File: src/rtl/core/descending_sort_second_max_top_defines.svh
// Assertion macros for the descending sorter RTL.
// Included by files that carry concurrent assertions; needs no package.
`ifndef DESCENDING_SORT_SECOND_MAX_TOP_DEFINES_SVH
`define DESCENDING_SORT_SECOND_MAX_TOP_DEFINES_SVH

`ifndef ASSERT_OFF
// Check a property on every rising clock edge outside reset.
`define DSM_ASSERT(lbl, clk, rst_n, prop) \
    lbl: assert property (@(posedge clk) disable iff (!rst_n) (prop)) \
        else $error("%m: assertion failed");
// Check that the consequent holds in the cycle the antecedent holds.
`define DSM_ASSERT_IMPLY(lbl, clk, rst_n, ante, cons) \
    lbl: assert property (@(posedge clk) disable iff (!rst_n) (ante) |-> (cons)) \
        else $error("%m: implication failed");
`else
`define DSM_ASSERT(lbl, clk, rst_n, prop)
`define DSM_ASSERT_IMPLY(lbl, clk, rst_n, ante, cons)
`endif

`endif

File: src/rtl/core/dsm_pkg.sv
// Shared constants for the descending sorter.
// No dependencies; used by the channel interfaces and the top level.
package dsm_pkg;

    localparam int MAX_ITEMS = 64;
    localparam int DATA_W    = 32;
    localparam int ADDR_W    = (MAX_ITEMS > 1) ? $clog2(MAX_ITEMS) : 1;
    localparam int CNT_W     = $clog2(MAX_ITEMS + 1);

endpackage

File: src/rtl/core/dsm_item_if.sv
// Input channel of the sorter: one element per request.
// Depends on dsm_pkg.
interface dsm_item_if;
    import dsm_pkg::*;

    logic                     valid;
    logic                     ready;
    logic signed [DATA_W-1:0] item_value;
    logic                     item_last;

    modport source (output valid, output item_value, output item_last, input ready);
    modport sink   (input valid, input item_value, input item_last, output ready);
endinterface

File: src/rtl/core/dsm_result_if.sv
// Output channel of the sorter: one sorted element per request.
// Depends on dsm_pkg.
interface dsm_result_if;
    import dsm_pkg::*;

    logic                     valid;
    logic                     ready;
    logic signed [DATA_W-1:0] sorted_value;
    logic                     run_last;
    logic signed [DATA_W-1:0] second_value;
    logic                     second_found;
    logic                     overflowed;

    modport source (
        output valid, output sorted_value, output run_last,
        output second_value, output second_found, output overflowed,
        input  ready
    );
    modport sink (
        input  valid, input sorted_value, input run_last,
        input  second_value, input second_found, input overflowed,
        output ready
    );
endinterface

File: src/rtl/core/descending_sort_second_max_top.sv
// Descending sorter with second-largest search, top level.
// Depends on dsm_pkg, dsm_item_if, dsm_result_if, dsm_ram and the defines header.
//
// Elements arrive one per request on the item channel and are written to an
// element memory of MAX_ITEMS entries, one per cycle; elements beyond
// capacity are dropped and flagged in the overflowed field of every result of
// that run. The request marked item_last closes the set. The block then runs
// an exchange sort over the memory: for each position i it holds the current
// candidate in a register and streams positions i+1..n-1 through the single
// read port, writing back the smaller value whenever a later entry is larger.
// At the end of each pass position i is final and goes to the output register
// once it is free, so results come out in descending order while sorting continues.
// Each pass reads through the registered memory read port, and a stalled result
// channel holds the run between passes. The final result (run_last) carries the
// largest value strictly below the maximum and second_found; when all values
// are equal second_value is 0 and second_found is 0. The item channel stays
// closed from the last request until the final result is loaded into the
// output register; the next set can load while that result waits.
`include "descending_sort_second_max_top_defines.svh"

module descending_sort_second_max_top (
    input  logic         clk,
    input  logic         rst_n,
    dsm_item_if.sink     item,
    dsm_result_if.source result
);
    import dsm_pkg::*;

    typedef enum logic [1:0] {
        ST_LOAD,
        ST_SCAN,
        ST_EMIT
    } state_t;

    // control
    state_t                   state_reg,   state_next;
    logic [CNT_W-1:0]         count_reg,   count_next;
    logic                     ovf_reg,     ovf_next;
    logic [ADDR_W-1:0]        i_reg,       i_next;
    logic [CNT_W-1:0]         rd_idx_reg,  rd_idx_next;
    logic                     rvalid_reg,  rvalid_next;
    logic                     rhead_reg,   rhead_next;
    logic                     rlast_reg,   rlast_next;
    logic [ADDR_W-1:0]        ridx_reg,    ridx_next;
    // sort datapath
    logic signed [DATA_W-1:0] cur_reg,     cur_next;
    logic signed [DATA_W-1:0] max_reg,     max_next;
    logic signed [DATA_W-1:0] sec_reg,     sec_next;
    logic                     found_reg,   found_next;
    // output register
    logic                     res_valid_reg,  res_valid_next;
    logic signed [DATA_W-1:0] res_value_reg,  res_value_next;
    logic                     res_last_reg,   res_last_next;
    logic signed [DATA_W-1:0] res_second_reg, res_second_next;
    logic                     res_found_reg,  res_found_next;
    logic                     res_ovf_reg,    res_ovf_next;

    // memory port signals
    logic                     ram_we;
    logic [ADDR_W-1:0]        ram_waddr;
    logic [DATA_W-1:0]        ram_wdata;
    logic [ADDR_W-1:0]        ram_raddr;
    logic [DATA_W-1:0]        ram_rdata;
    logic signed [DATA_W-1:0] rd_value;

    logic item_accept;
    logic has_room;
    logic issue;
    logic swap;
    logic out_free;
    logic last_pos;
    logic eff_found;
    logic signed [DATA_W-1:0] eff_sec;

    assign rd_value    = $signed(ram_rdata);
    assign item.ready  = (state_reg == ST_LOAD);
    assign item_accept = item.valid && item.ready;
    assign has_room    = (count_reg < CNT_W'(MAX_ITEMS));

    // issue one read per cycle while the pass has entries left
    assign issue    = (state_reg == ST_SCAN) && (rd_idx_reg < count_reg);
    // a later entry larger than the held candidate: swap the two
    assign swap     = rvalid_reg && !rhead_reg && (cur_reg < rd_value);
    assign out_free = !res_valid_reg || result.ready;
    assign last_pos = (CNT_W'(i_reg) == (count_reg - CNT_W'(1)));

    // second-largest seen so far, including the value now being emitted
    assign eff_found = (i_reg != '0) && (found_reg || (cur_reg < max_reg));
    assign eff_sec   = found_reg ? sec_reg : cur_reg;

    // load writes and swap write-backs never coincide: they live in different states
    assign ram_we    = (item_accept && has_room) || swap;
    assign ram_waddr = item_accept ? count_reg[ADDR_W-1:0] : ridx_reg;
    assign ram_wdata = item_accept ? item.item_value : cur_reg;
    assign ram_raddr = rd_idx_reg[ADDR_W-1:0];

    dsm_ram #(
        .WIDTH (DATA_W),
        .DEPTH (MAX_ITEMS)
    ) u_element_ram (
        .clk   (clk),
        .we    (ram_we),
        .waddr (ram_waddr),
        .wdata (ram_wdata),
        .raddr (ram_raddr),
        .rdata (ram_rdata)
    );

    always_comb
    begin
        state_next      = state_reg;
        count_next      = count_reg;
        ovf_next        = ovf_reg;
        i_next          = i_reg;
        rd_idx_next     = rd_idx_reg;
        rvalid_next     = 1'b0;
        rhead_next      = rhead_reg;
        rlast_next      = rlast_reg;
        ridx_next       = ridx_reg;
        cur_next        = cur_reg;
        max_next        = max_reg;
        sec_next        = sec_reg;
        found_next      = found_reg;
        res_valid_next  = res_valid_reg && !result.ready;
        res_value_next  = res_value_reg;
        res_last_next   = res_last_reg;
        res_second_next = res_second_reg;
        res_found_next  = res_found_reg;
        res_ovf_next    = res_ovf_reg;

        case (state_reg)
            ST_LOAD:
            begin
                if (item_accept)
                begin
                    // store the element, or drop it and flag the run
                    if (has_room)
                    begin
                        count_next = count_reg + CNT_W'(1);
                    end
                    else
                    begin
                        ovf_next = 1'b1;
                    end
                    if (item.item_last)
                    begin
                        state_next  = ST_SCAN;
                        i_next      = '0;
                        rd_idx_next = '0;
                    end
                end
            end

            ST_SCAN:
            begin
                // advance the read stream, tag what comes back next cycle
                rvalid_next = issue;
                rhead_next  = (rd_idx_reg == CNT_W'(i_reg));
                rlast_next  = (rd_idx_reg == (count_reg - CNT_W'(1)));
                ridx_next   = rd_idx_reg[ADDR_W-1:0];
                if (issue)
                begin
                    rd_idx_next = rd_idx_reg + CNT_W'(1);
                end
                if (rvalid_reg)
                begin
                    if (rhead_reg || swap)
                    begin
                        cur_next = rd_value;
                    end
                    if (rlast_reg)
                    begin
                        state_next = ST_EMIT;
                    end
                end
            end

            ST_EMIT:
            begin
                // hold the finished position until the output register frees up
                if (out_free)
                begin
                    res_valid_next  = 1'b1;
                    res_value_next  = cur_reg;
                    res_last_next   = last_pos;
                    res_found_next  = last_pos && eff_found;
                    res_second_next = (last_pos && eff_found) ? eff_sec : '0;
                    res_ovf_next    = ovf_reg;

                    if (i_reg == '0)
                    begin
                        max_next   = cur_reg;
                        found_next = 1'b0;
                    end
                    else if (!found_reg && (cur_reg < max_reg))
                    begin
                        sec_next   = cur_reg;
                        found_next = 1'b1;
                    end

                    if (last_pos)
                    begin
                        state_next = ST_LOAD;
                        count_next = '0;
                        ovf_next   = 1'b0;
                    end
                    else
                    begin
                        state_next  = ST_SCAN;
                        i_next      = i_reg + ADDR_W'(1);
                        rd_idx_next = CNT_W'(i_reg) + CNT_W'(1);
                    end
                end
            end

            default:
            begin
                state_next = ST_LOAD;
            end
        endcase
    end

    always_ff @(posedge clk or negedge rst_n)
    begin
        if (!rst_n)
        begin
            state_reg      <= ST_LOAD;
            count_reg      <= '0;
            ovf_reg        <= 1'b0;
            i_reg          <= '0;
            rd_idx_reg     <= '0;
            rvalid_reg     <= 1'b0;
            rhead_reg      <= 1'b0;
            rlast_reg      <= 1'b0;
            ridx_reg       <= '0;
            cur_reg        <= '0;
            max_reg        <= '0;
            sec_reg        <= '0;
            found_reg      <= 1'b0;
            res_valid_reg  <= 1'b0;
            res_value_reg  <= '0;
            res_last_reg   <= 1'b0;
            res_second_reg <= '0;
            res_found_reg  <= 1'b0;
            res_ovf_reg    <= 1'b0;
        end
        else
        begin
            state_reg      <= state_next;
            count_reg      <= count_next;
            ovf_reg        <= ovf_next;
            i_reg          <= i_next;
            rd_idx_reg     <= rd_idx_next;
            rvalid_reg     <= rvalid_next;
            rhead_reg      <= rhead_next;
            rlast_reg      <= rlast_next;
            ridx_reg       <= ridx_next;
            cur_reg        <= cur_next;
            max_reg        <= max_next;
            sec_reg        <= sec_next;
            found_reg      <= found_next;
            res_valid_reg  <= res_valid_next;
            res_value_reg  <= res_value_next;
            res_last_reg   <= res_last_next;
            res_second_reg <= res_second_next;
            res_found_reg  <= res_found_next;
            res_ovf_reg    <= res_ovf_next;
        end
    end

    assign result.valid        = res_valid_reg;
    assign result.sorted_value = res_value_reg;
    assign result.run_last     = res_last_reg;
    assign result.second_value = res_second_reg;
    assign result.second_found = res_found_reg;
    assign result.overflowed   = res_ovf_reg;

    // the element count never exceeds the memory depth
    `DSM_ASSERT(a_count_bound, clk, rst_n, count_reg <= CNT_W'(MAX_ITEMS))
    // a swap write-back never lands on the entry being read in the same cycle
    `DSM_ASSERT_IMPLY(a_no_rw_clash, clk, rst_n, swap && issue, ram_waddr != ram_raddr)
    // only the final result of a run carries a second value
    `DSM_ASSERT_IMPLY(a_second_final, clk, rst_n, result.valid && !result.run_last, !result.second_found && (result.second_value == '0))
    // memory writes during sorting come only from swaps of non-head entries
    `DSM_ASSERT_IMPLY(a_swap_only, clk, rst_n, ram_we && (state_reg == ST_SCAN), rvalid_reg && !rhead_reg)

endmodule

File: src/rtl/core/dsm_ram.sv
// Generic simple dual-port RAM: one write port, one registered read port.
// No dependencies.
module dsm_ram #(
    parameter int WIDTH = 32,
    parameter int DEPTH = 64,
    localparam int AW   = (DEPTH > 1) ? $clog2(DEPTH) : 1
) (
    input  logic             clk,
    input  logic             we,
    input  logic [AW-1:0]    waddr,
    input  logic [WIDTH-1:0] wdata,
    input  logic [AW-1:0]    raddr,
    output logic [WIDTH-1:0] rdata
);

    logic [WIDTH-1:0] mem [DEPTH];

    always_ff @(posedge clk)
    begin
        if (we)
        begin
            mem[waddr] <= wdata;
        end
        rdata <= mem[raddr];
    end

endmodule

File: src/flat_wrapper.sv
// flat-port wrapper written by rule: the top's interface ports become plain ports
module descending_sort_second_max_top_flat import dsm_pkg::*;
  (clk, rst_n, item_valid, item_item_value, item_item_last, item_ready, result_valid, result_sorted_value, result_run_last, result_second_value, result_second_found, result_overflowed, result_ready);
  dsm_item_if item_i ();
  dsm_result_if result_i ();
  input  logic clk;
  input  logic rst_n;
  input wire logic [$bits(item_i.valid)-1:0] item_valid;
  input wire logic [$bits(item_i.item_value)-1:0] item_item_value;
  input wire logic [$bits(item_i.item_last)-1:0] item_item_last;
  output wire logic [$bits(item_i.ready)-1:0] item_ready;
  output wire logic [$bits(result_i.valid)-1:0] result_valid;
  output wire logic [$bits(result_i.sorted_value)-1:0] result_sorted_value;
  output wire logic [$bits(result_i.run_last)-1:0] result_run_last;
  output wire logic [$bits(result_i.second_value)-1:0] result_second_value;
  output wire logic [$bits(result_i.second_found)-1:0] result_second_found;
  output wire logic [$bits(result_i.overflowed)-1:0] result_overflowed;
  input wire logic [$bits(result_i.ready)-1:0] result_ready;
  assign item_i.valid = item_valid;
  assign item_i.item_value = item_item_value;
  assign item_i.item_last = item_item_last;
  assign item_ready = item_i.ready;
  assign result_valid = result_i.valid;
  assign result_sorted_value = result_i.sorted_value;
  assign result_run_last = result_i.run_last;
  assign result_second_value = result_i.second_value;
  assign result_second_found = result_i.second_found;
  assign result_overflowed = result_i.overflowed;
  assign result_i.ready = result_ready;
  descending_sort_second_max_top u_core (.clk(clk), .rst_n(rst_n), .item(item_i), .result(result_i));
endmodule
File: config.mk
export PLATFORM = sky130hd
export DESIGN_NAME = descending_sort_second_max_top_flat
export DESIGN_NICKNAME = d
export VERILOG_FILES = /design/src/rtl/core/dsm_pkg.sv /design/src/rtl/core/dsm_item_if.sv /design/src/rtl/core/dsm_result_if.sv /design/src/rtl/core/descending_sort_second_max_top.sv /design/src/rtl/core/dsm_ram.sv /design/src/flat_wrapper.sv
export VERILOG_INCLUDE_DIRS = /design/src /design/src/rtl/core
export SDC_FILE = /design/constraint.sdc
export NUM_CORES = 2
export LEC_CHECK = 0
export ABC_AREA = 1
export BUFFER_PORTS_ARGS = -buffer_cell sky130_fd_sc_hd__buf_2
export CAP_MARGIN = 10
export CORE_MARGIN = 3
export CORE_UTILIZATION = 35
export CTS_CLUSTER_SIZE = 14
export DETAILED_ROUTE_END_ITERATION = 6
export PLACE_DENSITY = 0.54
export SLEW_MARGIN = 30
export SYNTH_ARGS = -nofsm -noshare
export SYNTH_HDL_FRONTEND = slang
export SYNTH_HIERARCHICAL = 1
export SYNTH_SLANG_ARGS = --single-unit
File: constraint.sdc
create_clock -name clk -period 14.5 [get_ports clk]
set_input_delay 1.45 -clock clk [delete_from_list [all_inputs] [get_ports clk]]
set_output_delay 1.45 -clock clk [all_outputs]
set_load 0.05 [all_outputs]
* Word level (Yosys, flattened, before mapping) *
Memory sizes are Yosys's and may differ from the RTL's. A register that Yosys moved wholly into a read port is not among the register bits.
Index checks and enable logic that the tools add are counted.

word-level totals
  bits in registers = 197
  memories kept = 1
  bits in writable memories = 2048
  input port bits = 37

memories
  name                      words  bits a word  read ports  clocked after Yosys merged registers in  wr ports  RTL line       source
  u_core.u_element_ram.mem  64     32           1           1                                        1         dsm_ram.sv:16  logic [WIDTH-1:0] mem [DEPTH];

operators by class
  add/sub/neg operators = 5
  reduce and logical (&&, ||, !) cells = 33
  multiplexer cells = 39
  equal/unequal tests = 15
  magnitude comparators = 4
  bitwise operators = 1

operator list
  cell                                                    count
  2-to-1 mux 32 bit                                       3
  less-than comparator 32 bit                             2
  2-to-1 mux 7 bit                                        9
  2-to-1 mux 6 bit                                        5
  case mux 7 bit (3 select lines)                         1
  AND reduction 5 bit                                     4
  adder 7 x 1 -> 7 bit (second input constant)            2
  case mux 7 bit (2 select lines)                         1
  2-to-1 mux 1 bit                                        12
  case mux 6 bit (2 select lines)                         1
  2-to-1 mux 2 bit                                        5
  inequality test 2 x 1 -> 1 bit (second input constant)  5
  inequality test 2 bit (second input constant)           5
  logical AND 1 bit                                       9
  AND reduction 3 bit                                     3
  adder 6 x 1 -> 7 bit (second input constant)            1
  == test 6 x 7 -> 1 bit                                  1
  == test 7 x 6 -> 1 bit                                  1
  == test 7 bit                                           1
  less-than comparator 7 bit                              1
  less-than comparator 7 bit (second input constant)      1
  subtractor 7 x 1 -> 7 bit (second input constant)       1
  adder 6 x 1 -> 6 bit (second input constant)            1
  logical NOT 6 bit                                       1
  other kinds (14)                                        21

* Depth between registers and ports, before layout *
  word-level depth = 6
  depth in mapped cells = 19

* Cells and area by module *
The synthesis kept the hierarchy.

by module, submodules not included
  module                          seq. area each (µm²)  cells an instance  instances  area an instance (µm²)
  dsm_ram                         62139.6               6769               1          82738.1
  descending_sort_second_max_top  4929.7                1385               1          10816.6

* Least setup slack after synthesis *
OpenSTA, ideal clock, no wires.

  kind = input to register
  start point = in item_valid
  end point = mem u_core.u_element_ram.mem[50][0], enable pin
  required time = 13997 ps
  setup slack = 8415 ps
  arrival = 5583 ps
  cell stages on the path = 7
  cell sequence = nand2_1 clkbuf_1 nand2_1 o21ai_0 clkbuf_1 inv_1 nor4_1

between the ends
  elaborated cells between the ends (all ways) = 6
  those cells by class = mux: 3; reduce/logical: 3

RTL lines
  what                     RTL line                              source
  from (decl)              flat_wrapper.sv:8                     input wire logic [$bits(item_i.valid)-1:0] item_valid;
  logical AND 1 bit        descending_sort_second_max_top.sv:77  assign item_accept = item.valid && item.ready;
  2-to-1 mux 6 bit         descending_sort_second_max_top.sv:93  assign ram_waddr = item_accept ? count_reg[ADDR_W-1:0] : ridx_reg;
  net u_core.ram_waddr[1]  descending_sort_second_max_top.sv:60  logic [ADDR_W-1:0] ram_waddr;
  to (decl)                dsm_ram.sv:16

The timed path passes the listed nets, and every way through them passes these cells.

* Worst setup path in the final report *
  start point = reg u_core.u_element_ram.rdata[29] (read register of u_core.u_element_ram.mem)
  end point = mem u_core.u_element_ram.mem[7][12], enable pin

between the ends
  word-level cells in the longest chain between the ends = 5

RTL lines
  what                                    RTL line                              source
  from (decl)                             dsm_ram.sv:13                         output logic [WIDTH-1:0] rdata
  less-than comparator 32 bit             descending_sort_second_max_top.sv:83  assign swap = rvalid_reg && !rhead_reg && (cur_reg < rd_value);
  logical AND 1 bit                       descending_sort_second_max_top.sv:83
  logical OR 1 bit                        descending_sort_second_max_top.sv:92  assign ram_we = (item_accept && has_room) || swap;
  net u_core.ram_we                       descending_sort_second_max_top.sv:59  logic ram_we;
  2-to-1 mux 1 bit                        dsm_ram.sv:20                         if (we)
  2-to-1 mux 1 bit (not written as such)  dsm_ram.sv:22                         mem[waddr] <= wdata;

The timed path passes the listed nets, and every way through them passes these cells.

==> results.md <==
- Routed Antenna Nets: 0
- Post-route setup slack: 9330 ps
- Crit Path Max Fanout: 17
- Total clock sinks: 2277
- Synth cell types: 44
- Share of Yosys cell area claimed by the top area cell type: 65.7%
- Layout Nets: 8270
- Port Buf Inserts: 105
- # resized after CTS: 0
- Status: complete, no violations
- Top cells by count, synth: nand2_1 (2677), edfxtp_1 (2048), nand3_1 (2005), buf_2 (286), dfrtp_1 (197)
- Final slew viol count: 0
- Clk buf depth: 3
- DR vias/cell: 5.32
- Final period util: 35.6%
- Fin area: 107000 µm²
- Placeable Area: 266000 µm²
- Count of final hold-check violations: 0
- Avg WL per Cell: 24.4 µm
- First-pass GRT wire length: 421 mm
- Peak supply drop: 156 µV
- Clk_skew: 60.5 ps
- Initial antenna violation count: 20
- Worst-margin pin slew: 1050 ps
- Max cap viols: 0
- Largest net degree at the start of global routing: 232
- TNS Setup: 0 ps
- Main synth FF type: edfxtp_1
- Crit path DAT: 5720 ps
- Detailed Place HPWL: 170 mm
- Mapped Nets: 8270
- Setup Viol. Count Final: 0
- Worst hold margin: 472 ps
- Drt drc: 0
- Inserted Clock Buffers: 231
- FF-to-FF Start: u_core/u_element_ram/rdata[29]$_DFF_P_
- Global-route usage over all layers: 20.8%
- Critical path class: reg2reg
- Worst Setup End Kind: register
- Final WL: 291 mm
- Clk_lat worst skew: 910 ps
- EDFF count, synth: 2048
- Max reg flops: 2048
- Initial Util: 35.2%
- Synth Area in Simple Gates: 22.4%
- PwrDens: 204 nW/µm²
- Mapped Cells: 8154
- Die area: 274000 µm²
- Die X: 523 µm
- WP data required: 15050 ps
- Multiplexer area fraction after synthesis: 0%
- Most frequent cell after synthesis: nand2_1
- Congestion Overflow GR: 0
- Vias: 63300
- Share of layout cells above drive strength 1: 8.87%
- Synth-to-layout area growth: 14.7%
- FF+latch count, synth: 2277
- Placed inst area: 99200 µm²
- Adder-cell share of the synthesized area: 1.06%
- Hold/Removal Path Class: reg2reg
- Sequential fraction of the synthesis area: 71.7%
- Clock-pin slew on the worst setup and hold paths: 60 ps
- RSZ-0062 raised after global routing: no
- Die span in y: 523 µm
- Yosys warns: 6
- 1st-iter DRT viols: 7401
- CTS root buf: clkbuf_16
- Post-Synth XOR/XNOR Area: 0.166%
- Compound-cell area share of the yosys netlist: 1.39%
- Critical path origin: u_core/u_element_ram/rdata[29]$_DFF_P_
- Final Power: 0.0219 W
- H-tree levels: 4
- Achievable clock frequency: 193 MHz
- Synthesized area: 93600 µm²
- Core Rows: 189
- Biggest area consumer among synthesized cells: edfxtp_1
- Main area contributors after synthesis: edfxtp_1 (66%), nand2_1 (11%), nand3_1 (11%), dfrtp_1 (5.3%), buf_2 (1.5%)
- Main combinational cell family by area after synthesis: simple AND/OR/NAND/NOR gates
- Pre-CTS setup slack: 9390 ps
- Postcts setup bufs: 0
- Slew headroom: 29.8%
- LEAKAGE: 38.9 nW
- I/O pin count: 106
- TritonRoute pass-1 iters: 6
- Fin crit period: 5170 ps
- CTS Hold Bufs: 0
- Share of flip-flops with an asynchronous set or reset: 8.65%
- Biggest register: u_core/u_element_ram/mem
- Avg Inst Size Synth: 11.5 µm²
- Hold path start: u_core/u_element_ram/rdata[5]$_DFF_P_
- Vias in the first global route: 59100
- CP Launch Type: register
- Routability-driven placement congestion ratio: 0.874
- CTS tree: built
## through the flow
stage | utilization, % | cells
finish | 40.4 | 11900
global route | 40.4 | 11900
CTS | 40.2 | 11900
detailed placement | 37.4 | 11400
global placement | 36.8 | 11400
floorplan | - | 8154
## worst max-delay path, stage by stage (launching register included)
cell,delay (ps)
dfxtp_1,760
inv_1,110
ha_1,310
a21oi_1,170
nor2_1,60
nor2_1,80
nand3_1,80
a21oi_1,160
nand2_1,70
nand2_1,60
nand2_1,140
o22ai_1,710
nand4_1,810
buf_4,490
nor2_4,520
buf_16,250
## metal layers
layer / global-route usage (%) / part of all wire [%]
met1: 30.3 / 43
met2: 31.8 / 45
met3: 3.27 / 8.2
met4: 7.18 / 3.4
met5: 0 / 0.0045
## cell families after synthesis
| family | count (synthesis) |
|---|---|
| xor gates and xnor gates | 16 |
| adders and majority gates | 79 |
| AOI/OAI and AO/OA | 251 |
| DFF | 2277 |
| buffers and inverters | 667 |
| and+or+nand+nor | 4864 |
## path summary, 6_finish.rpt
kind,to,slack [ps],depth (start not counted)
setup / recovery,u_core/u_element_ram/mem[7][12]$_DFFE_PP_,9330,15
min in group asynchronous,u_core/result.second_value[22]$_DFFE_PN0P_,550,1
hold reg to reg,u_core/cur_reg[5]$_DFFE_PN0P_,470,2
hold / removal,u_core/cur_reg[5]$_DFFE_PN0P_,470,2
max in group asynchronous,u_core/max_reg[6]$_DFFE_PN0P_,12680,2
setup reg to reg,u_core/u_element_ram/mem[7][12]$_DFFE_PP_,9330,15
## power by group
part | internal, W | switching (W) | total, W | leakage (nW)
Combinational | 0.00151 | 0.00563 | 0.00713 | 13.8
Clock | 0.00333 | 0.00257 | 0.00590 | 3.67
Sequential | 0.00848 | 0.000339 | 0.00882 | 21.4
## final cells by class
class / instances / area [µm²]
inverter: 154 / 614
fill: 25000 / 158000
timing repair buffer: 280 / 3340
clock inverter: 137 / 1330
sequential: 2277 / 67100
multi-input combinational: 5210 / 24300
tap: 3533 / 4420
antenna: 14 / 35.0
clock buffer: 300 / 6170
## cell usage in the layout (no fill, tap or decap), types with 72 or more instances in the layout
cell	n
buf_2	104
buf_4	80
clkbuf_16	234
dfrtp_1	191
edfxtp_1	2048
ha_1	78
inv_1	143
nand2_1	2674
nand3_1	2001
nor2_1	72
o21ai_0	159
(Power assumes the default switching activity.)
